--- src/rtl/base6_to_radix_m_converter_assert.svh ---
// ----------------------------------------------------------------------------
// Assertion macros for the base-6 to radix-m converter
// Clocked property checks that compile away when SYNTHESIS is defined.
// ----------------------------------------------------------------------------
`ifndef BASE6_TO_RADIX_M_CONVERTER_ASSERT_SVH
`define BASE6_TO_RADIX_M_CONVERTER_ASSERT_SVH

`ifndef SYNTHESIS
// Checks that the property holds at every rising clock edge outside reset.
`define B6RM_ASSERT(lbl, clock, reset, prop, msg) \
  lbl: assert property (@(posedge clock) disable iff (reset) (prop)) else $error(msg);
// Checks that the expression is never true at a rising clock edge outside reset.
`define B6RM_NEVER(lbl, clock, reset, expr, msg) \
  lbl: assert property (@(posedge clock) disable iff (reset) !(expr)) else $error(msg);
`else
`define B6RM_ASSERT(lbl, clock, reset, prop, msg)
`define B6RM_NEVER(lbl, clock, reset, expr, msg)
`endif

`endif

--- src/rtl/b6rm_pkg.sv ---
// ----------------------------------------------------------------------------
// b6rm_pkg
// Shared constants, types and helper functions of the base-6 converter.
// ----------------------------------------------------------------------------
package b6rm_pkg;

  localparam int ACC_W          = 37;
  localparam int MAX_IN_DIGITS  = 14;
  localparam int MAX_OUT_DIGITS = 37;
  localparam int CNT_W          = 4;
  localparam int RADIX_W        = 5;
  localparam int DIGIT_W        = 3;
  localparam int CHAR_W         = 7;
  localparam int REM_W          = 5;
  localparam int BASE_IN        = 6;
  localparam int PTR_W          = $clog2(MAX_OUT_DIGITS + 1);
  localparam int IDX_W          = $clog2(MAX_OUT_DIGITS);
  localparam int DIV_CNT_W      = $clog2(ACC_W + 1);

  localparam logic [DIGIT_W-1:0] DIGIT_MAX   = DIGIT_W'(5);
  localparam logic [RADIX_W-1:0] RADIX_RESET = RADIX_W'(10);
  localparam logic [RADIX_W-1:0] RADIX_MIN   = RADIX_W'(2);
  localparam logic [RADIX_W-1:0] RADIX_MAX   = RADIX_W'(20);
  localparam logic [CHAR_W-1:0]  ASCII_ZERO  = CHAR_W'(48);
  localparam logic [CHAR_W-1:0]  ASCII_A     = CHAR_W'(65);
  localparam logic [REM_W-1:0]   DEC_DIGITS  = REM_W'(10);

  typedef enum logic [2:0] {
    S_IDLE,
    S_START,
    S_DIV,
    S_READ,
    S_SEND
  } state_t;

  typedef struct packed {
    logic               start;
    logic [RADIX_W-1:0] divisor;
    logic [ACC_W-1:0]   dividend;
  } div_req_t;

  typedef struct packed {
    logic             done;
    logic [ACC_W-1:0] quot;
    logic [REM_W-1:0] rem;
  } div_rsp_t;

  function automatic logic [RADIX_W-1:0] eff_radix(input logic [RADIX_W-1:0] r);
    logic [RADIX_W-1:0] res;
    res = r;
    if (r < RADIX_MIN) res = RADIX_MIN;
    if (r > RADIX_MAX) res = RADIX_MAX;
    return res;
  endfunction

  function automatic logic [CHAR_W-1:0] to_ascii(input logic [REM_W-1:0] d);
    logic [CHAR_W-1:0] c;
    if (d < DEC_DIGITS) begin
      c = ASCII_ZERO + CHAR_W'(d);
    end else begin
      c = ASCII_A + CHAR_W'(d - DEC_DIGITS);
    end
    return c;
  endfunction

endpackage

--- src/rtl/b6rm_div.sv ---
// ----------------------------------------------------------------------------
// b6rm_div
// Restoring divider that retires one quotient bit per cycle.
// ----------------------------------------------------------------------------
module b6rm_div (
  input  logic              clk,
  input  logic              rst,
  input  b6rm_pkg::div_req_t req,
  output b6rm_pkg::div_rsp_t rsp
);
  import b6rm_pkg::*;

  logic [ACC_W-1:0]     quo;
  logic [REM_W-1:0]     rem;
  logic [RADIX_W-1:0]   divisor;
  logic [DIV_CNT_W-1:0] cnt;
  logic                 running;
  logic                 done;

  logic [REM_W:0]       trial;
  logic                 fits;

  // The partial remainder stays below the divisor, so one more bit fits in REM_W+1 bits.
  assign trial = {rem, quo[ACC_W-1]};
  assign fits  = (trial >= {1'b0, divisor});

  always_ff @(posedge clk) begin
    if (rst) begin
      running <= 1'b0;
      done    <= 1'b0;
      cnt     <= '0;
    end else begin
      done <= 1'b0;
      if (req.start) begin
        running <= 1'b1;
        cnt     <= DIV_CNT_W'(ACC_W);
      end else if (running) begin
        cnt <= cnt - 1'b1;
        if (cnt == DIV_CNT_W'(1)) begin
          running <= 1'b0;
          done    <= 1'b1;
        end
      end
    end
  end

  always_ff @(posedge clk) begin
    if (req.start) begin
      quo     <= req.dividend;
      rem     <= '0;
      divisor <= req.divisor;
    end else if (running) begin
      quo <= {quo[ACC_W-2:0], fits};
      rem <= fits ? REM_W'(trial - {1'b0, divisor}) : REM_W'(trial);
    end
  end

  assign rsp.done = done;
  assign rsp.quot = quo;
  assign rsp.rem  = rem;

endmodule

--- src/rtl/base6_to_radix_m_converter.sv ---
// ----------------------------------------------------------------------------
// base6_to_radix_m_converter
// Accumulates a base-6 number and prints it as ASCII digits in radix 2..20.
// ----------------------------------------------------------------------------
// Non-final digits can follow back to back. After the final digit the block
// stops taking input while it converts and emits: for every output digit it
// starts the bit-serial divider, waits for it to finish and stores the
// remainder, and each character is then read from the digit store and
// presented, held while out_stall is high. A number has at most 37 output
// digits (radix 2). The radix register may be written only while no number
// is being converted or emitted.
module base6_to_radix_m_converter (
  input  logic                           clk,
  input  logic                           rst,
  input  logic                           cfg_we,
  input  logic [b6rm_pkg::RADIX_W-1:0]   cfg_wdata,
  input  logic                           in_valid,
  output logic                           in_stall,
  input  logic [b6rm_pkg::DIGIT_W-1:0]   digit,
  input  logic                           last_digit,
  output logic                           out_valid,
  input  logic                           out_stall,
  output logic [b6rm_pkg::CHAR_W-1:0]    out_char,
  output logic                           last_char,
  output logic                           overflow
);
  import b6rm_pkg::*;

  state_t             st;
  state_t             st_next;
  logic [RADIX_W-1:0] radix;
  logic [ACC_W-1:0]   acc;
  logic [CNT_W-1:0]   digit_count;
  logic               ovf;
  logic [PTR_W-1:0]   n;
  logic [PTR_W-1:0]   rd_ptr;
  logic [REM_W-1:0]   rd_data;
  logic [REM_W-1:0]   mem [MAX_OUT_DIGITS];

  div_req_t           div_req;
  div_rsp_t           div_rsp;
  logic               in_acc;
  logic               out_acc;
  logic [DIGIT_W-1:0] dsat;

  assign in_acc  = in_valid && !in_stall;
  assign out_acc = out_valid && !out_stall;
  assign dsat    = (digit > DIGIT_MAX) ? DIGIT_MAX : digit;

  b6rm_div u_div (
    .clk (clk),
    .rst (rst),
    .req (div_req),
    .rsp (div_rsp)
  );

  always_comb begin
    st_next = st;
    case (st)
      S_IDLE:  if (in_acc && last_digit) st_next = S_START;
      S_START: st_next = S_DIV;
      S_DIV: begin
        if (div_rsp.done) begin
          st_next = (div_rsp.quot == '0) ? S_READ : S_START;
        end
      end
      S_READ:  st_next = S_SEND;
      S_SEND: begin
        if (out_acc) begin
          st_next = (rd_ptr == '0) ? S_IDLE : S_READ;
        end
      end
      default: st_next = S_IDLE;
    endcase
  end

  always_comb begin
    in_stall         = (st != S_IDLE);
    out_valid        = (st == S_SEND);
    div_req.start    = (st == S_START);
    div_req.divisor  = eff_radix(radix);
    div_req.dividend = acc;
    out_char         = to_ascii(rd_data);
    last_char        = (rd_ptr == '0);
    overflow         = ovf;
  end

  always_ff @(posedge clk) begin
    if (rst) begin
      st          <= S_IDLE;
      radix       <= RADIX_RESET;
      acc         <= '0;
      digit_count <= '0;
      ovf         <= 1'b0;
      n           <= '0;
      rd_ptr      <= '0;
    end else begin
      st <= st_next;
      if (cfg_we) begin
        radix <= cfg_wdata;
      end
      case (st)
        S_IDLE: begin
          if (in_acc) begin
            if (digit_count < CNT_W'(MAX_IN_DIGITS)) begin
              acc         <= ACC_W'(acc * ACC_W'(BASE_IN)) + ACC_W'(dsat);
              digit_count <= digit_count + 1'b1;
            end else begin
              ovf <= 1'b1;
            end
            n <= '0;
          end
        end
        S_DIV: begin
          if (div_rsp.done) begin
            acc    <= div_rsp.quot;
            n      <= n + 1'b1;
            rd_ptr <= n;
          end
        end
        S_SEND: begin
          if (out_acc) begin
            if (rd_ptr == '0) begin
              acc         <= '0;
              digit_count <= '0;
              ovf         <= 1'b0;
            end else begin
              rd_ptr <= rd_ptr - 1'b1;
            end
          end
        end
        default: ;
      endcase
    end
  end

  // Remainders land least significant first; the emit pass reads them back downward.
  always_ff @(posedge clk) begin
    if (st == S_DIV && div_rsp.done) begin
      mem[n[IDX_W-1:0]] <= div_rsp.rem;
    end
    if (st == S_READ) begin
      rd_data <= mem[rd_ptr[IDX_W-1:0]];
    end
  end

`include "base6_to_radix_m_converter_assert.svh"

  `B6RM_ASSERT(a_cnt_limit, clk, rst, digit_count <= CNT_W'(MAX_IN_DIGITS), "digit count past limit")
  `B6RM_ASSERT(a_n_limit, clk, rst, n <= PTR_W'(MAX_OUT_DIGITS), "digit store overrun")
  `B6RM_ASSERT(a_send_ptr, clk, rst, (st == S_SEND) |-> (rd_ptr < n), "read pointer outside digits")
  `B6RM_NEVER(a_div_done, clk, rst, div_rsp.done && (st != S_DIV), "divider finished unexpectedly")

endmodule
--- config.mk ---
export PLATFORM = sky130hd
export DESIGN_NAME = base6_to_radix_m_converter
export DESIGN_NICKNAME = d
export VERILOG_FILES = /design/src/rtl/b6rm_pkg.sv /design/src/rtl/b6rm_div.sv /design/src/rtl/base6_to_radix_m_converter.sv
export VERILOG_INCLUDE_DIRS = /design/src /design/src/rtl
export SDC_FILE = /design/constraint.sdc
export NUM_CORES = 1
export LEC_CHECK = 0
export BUFFER_PORTS_ARGS = -buffer_cell sky130_fd_sc_hd__buf_2
export CAP_MARGIN = 10
export CORE_UTILIZATION = 57
export DETAILED_ROUTE_END_ITERATION = 10
export HOLD_SLACK_MARGIN = 0.05
export PLACE_DENSITY_LB_ADDON = 0.25
export SYNTH_ARGS = -nofsm -noshare
export SYNTH_HDL_FRONTEND = slang
export SYNTH_SLANG_ARGS = --single-unit
--- constraint.sdc ---
create_clock -name clk -period 10.61 [get_ports clk]
set_input_delay 2.122 -clock clk [delete_from_list [all_inputs] [get_ports clk]]
set_output_delay 2.122 -clock clk [all_outputs]
set_load 0.05 [all_outputs]
==> impl_metrics.json <==
{
  "p_total_mw": 3.729,
  "cts_inserted_buffers": 29,
  "drtPass1Iterations": 7,
  "timing.rr.start": "st[1]",
  "synthTopCellsByArea": "edfxtp_1 43%, dfxtp_1 9.2%, mux4_2 7.6%",
  "drtIter0Drc": 1119,
  "dp_slack_ps": 4988,
  "holdBufCountCts": 0,
  "ant_nets": 0,
  "core_area_um2": 27930,
  "ctsResizeCount": 0,
  "io_pins": 25,
  "hold_path_class": "flip-flop to flip-flop",
  "hold_viol_final": 0,
  "worst_path_most_repeated_cell": "nor4_4",
  "ff2ff_path_depth": 8,
  "cts_buffer_depth": 3,
  "r2r-end": "acc[35]",
  "max_slew.worst_pin.slew_ps": 984.1,
  "die_h_um": 170.8,
  "cts.clk_slew.worst_paths_ps": 60,
  "powerDensity_nw_per_um2": 211.5,
  "grt.total_usage_pct": 26.14,
  "setup_ws_ps": 5497,
  "post_cts_buffers": 0,
  "antenna_found_initial": 0,
  "cp_data_arrival_time_ps": 5580,
  "yosys.area_share.simple_pct": 17.01,
  "synth_compound_area_share_pct": 11.91,
  "cp_max_fo": 10,
  "outcome": "completed",
  "cp_top_family": "simple AND/OR/NAND/NOR gates",
  "finalSetupTns_ps": 0,
  "synth_fp_nets": 1505,
  "cp_slowest_cell": "nor4_4",
  "fp-row-count": 61,
  "gp_congestion": 0.8595,
  "hold-path-endpoint": "overflow",
  "slew_headroom_pct": 34.24,
  "synthAdderAreaFrac_pct": 4.284,
  "fin_skew_ps": 21.18,
  "setup_viol": 0,
  "ys_seq_area_share_pct": 52.14,
  "leakage_nw": 6.262,
  "syn_inst": 1438,
  "ir_drop_uv": 142.7,
  "avgRoutedWirePerCell_um": 20.18,
  "path_buf_inv": 2,
  "cts_sinks": 307,
  "yosysUniqueCellTypes": 96,
  "hold_depth": 2,
  "grt_pass1_wl_mm": 59.64,
  "fp.dieW_um": 170.8,
  "drcViolationCount": 0,
  "syn_area_um2": 16240,
  "die_area_um2": 29170,
  "root_buffer": "clkbuf_16",
  "yosysWarnings": 0,
  "required_ps": 11070,
  "max-cap-violations": 0,
  "synth_top_area_share_pct": 42.90,
  "diodes": 0,
  "num_vias": 11460,
  "synthFlopType": "edfxtp_1",
  "crit_path_cell_trace": "buf_2 > nor2b_1 > ha_1 > inv_1 > fa_1 > or3_2 > nand4b_4 > nor4_4 > nand4_2 > nor4_4 > o2111ai_1 > or4_1 > o221ai_1",
  "synth_edf_count": 232,
  "synth-seq-cells": 307,
  "portBuffers": 24,
  "drive_gt1_share_pct": 13.15,
  "r2r_setup_slack_ps": 6160,
  "end_kind": "flip-flop",
  "critPathKind": "input pin to flip-flop",
  "cts_htree_levels": 1,
  "grt_pass1_vias": 11020,
  "rsz0062_at_grt": "no",
  "synth.mux.area_fraction_pct": 8.760,
  "startpoint_type": "input pin",
  "yosysTopAreaCell": "edfxtp_1",
  "wl_mm": 37.09,
  "min_from": "overflow",
  "maxSlewViolCount": 0,
  "start_util_pct": 58.14,
  "max_stage_delay_ps": 580,
  "crit_start": "digit[2]",
  "async_flop_share_pct": 0,
  "layout_worst_path_cycle_share_pct": 48.19,
  "cts_tree": "built",
  "routed_via_density": 6.237,
  "clkLatencyLatePin_ps": 550,
  "final_net_count": 1506,
  "dp_hpwl_mm": 25.37,
  "synth_top_family_by_area": "simple AND/OR/NAND/NOR gates",
  "finalCriticalPeriod_ps": 5113,
  "syn_avg_cell_area_um2": 11.29,
  "fmax_mhz": 195.6,
  "syn_to_final_growth_pct": 8.536,
  "grt_max_degree": 66,
  "grt-ovfl-total": 0,
  "synth_xor_area_share_pct": 3.174
}
cells in the mapped netlist, types with 4 or more instances:
cell type	instances
dfxtp_1	75
o211ai_1	8
inv_1	34
o21ai_0	46
and4_1	6
nor4_1	20
edfxtp_1	232
buf_2	7
clkbuf_1	48
o21ai_1	5
ha_1	50
nor2_1	151
nor3_1	45
a211o_1	6
nand3_1	28
buf_1	9
a21o_1	13
nand2_1	181
o2111ai_1	4
mux2i_1	15
a21oi_1	77
or4_1	5
xnor2_1	34
a221oi_1	21
a31oi_1	7
o21a_1	10
nand2b_1	10
nand4_1	15
mux4_2	55
a211oi_1	33
or3_2	5
or2_2	4
and2_1	16
xor2_1	23
and3_1	12
o21bai_1	5
nor2b_1	22
a22oi_1	5
worst max-delay path by stage:
stage               slack, ps  cells past startpoint  endpoint
finish                   5500                     13   acc[35]
global route             5240                     13   acc[35]
CTS                      5520                     13   acc[35]
detailed placement       4990                     13   acc[35]
global placement         5010                     13   acc[35]
floorplan                5440                     12   acc[35]
power by group:
| part | total, mW | internal (mW) | switching, mW | leakage, nW |
|---|---|---|---|---|
| Combinational | 1.08 | 0.390 | 0.686 | 3.04 |
| Sequential | 1.59 | 1.49 | 0.101 | 2.75 |
| Clock | 1.06 | 0.625 | 0.437 | 0.474 |
flip-flops by register name (all words and copies together), names as in the netlist, 3 cells and up:
| name | flops |
|---|---|
| u_div.rem | 5 |
| u_div.divisor | 5 |
| acc | 37 |
| rd_data | 5 |
| u_div.cnt | 6 |
| n | 6 |
| rd_ptr | 6 |
| st | 3 |
| u_div.quo | 37 |
| radix | 5 |
| mem | 185 |
| digit_count | 4 |
worst register-to-register path: cells and delay by family, from the launching register on:
kind	cells	cell delay, ps
simple gates	5	2750
buf+inv	1	650
compound gates	2	570
flops	1	400
final cells by class:
class / instances / area [µm²]
clock inverters: 17 / 190.2
multi-input cells: 1026 / 7336
flip-flops and latches: 307 / 8471
inverters: 36 / 135.1
clock buffers: 35 / 789.5
repair buffers: 39 / 232.7
fillers: 2196 / 10310
well taps: 378 / 473.0
layer usage:
metal  wire length, µm  global-route usage (%)  part of all wire [%]  up-vias
li1                  -                       -                     -     5441
met1             15970                   35.59                    43     5632
met2             18510                   44.74                    50      338
met3              1793                   2.475                   4.8       52
met4               820                   7.207                   2.2        0
met5                 0                       0                     0        -
cell families after synthesis:
group | after synthesis
adder cells (fa/ha/maj) | 54
XOR/XNOR | 58
buffers and inverters | 105
multiplexers | 73
AND/OR/NAND/NOR | 558
flip-flops | 307
AO/OA/AOI/OAI | 283
layout by cell type (no fill, tap or decap), types with 5 or more instances in the layout:
master	Yosys	final
clkbuf_16	0	30
a211o_1	6	6
a221oi_1	21	21
nor2b_1	22	22
o211ai_1	8	8
edfxtp_1	232	232
buf_2	7	24
or4_1	5	5
xnor2_1	34	34
a22oi_1	5	5
dfxtp_1	75	73
a31oi_1	7	7
o21ai_1	5	5
nand4_1	15	15
o21a_1	10	10
clkinv_1	1	7
mux2i_1	15	15
nand2b_1	10	9
a211oi_1	33	33
and2_1	16	16
nand2_1	181	181
inv_1	34	34
nor4_1	20	20
or3_2	5	5
buf_4	0	15
nor3_1	45	45
ha_1	50	50
nor2_1	151	150
nand3_1	28	28
xor2_1	23	23
o21bai_1	5	5
mux4_2	55	55
o21ai_0	46	46
and3_1	12	12
and4_1	6	6
a21o_1	13	13
a21oi_1	77	77
through the flow:
stage / hold slack [ps] / std cells / instance area [µm²] / utilization, %
5_1_grt: 513.3 / 1838 / 17630 / 63.10
4_1_cts: 484.4 / 1838 / 17630 / 63.10
6_report: 478.5 / 1838 / 17630 / 63.10
3_5_place_dp: 463.8 / 1786 / 16650 / 59.59
3_3_place_gp: 453.8 / 1786 / 16650 / 59.59
2_1_floorplan: 439.9 / 1438 / 16240 / -
(Power assumes the default switching activity.)
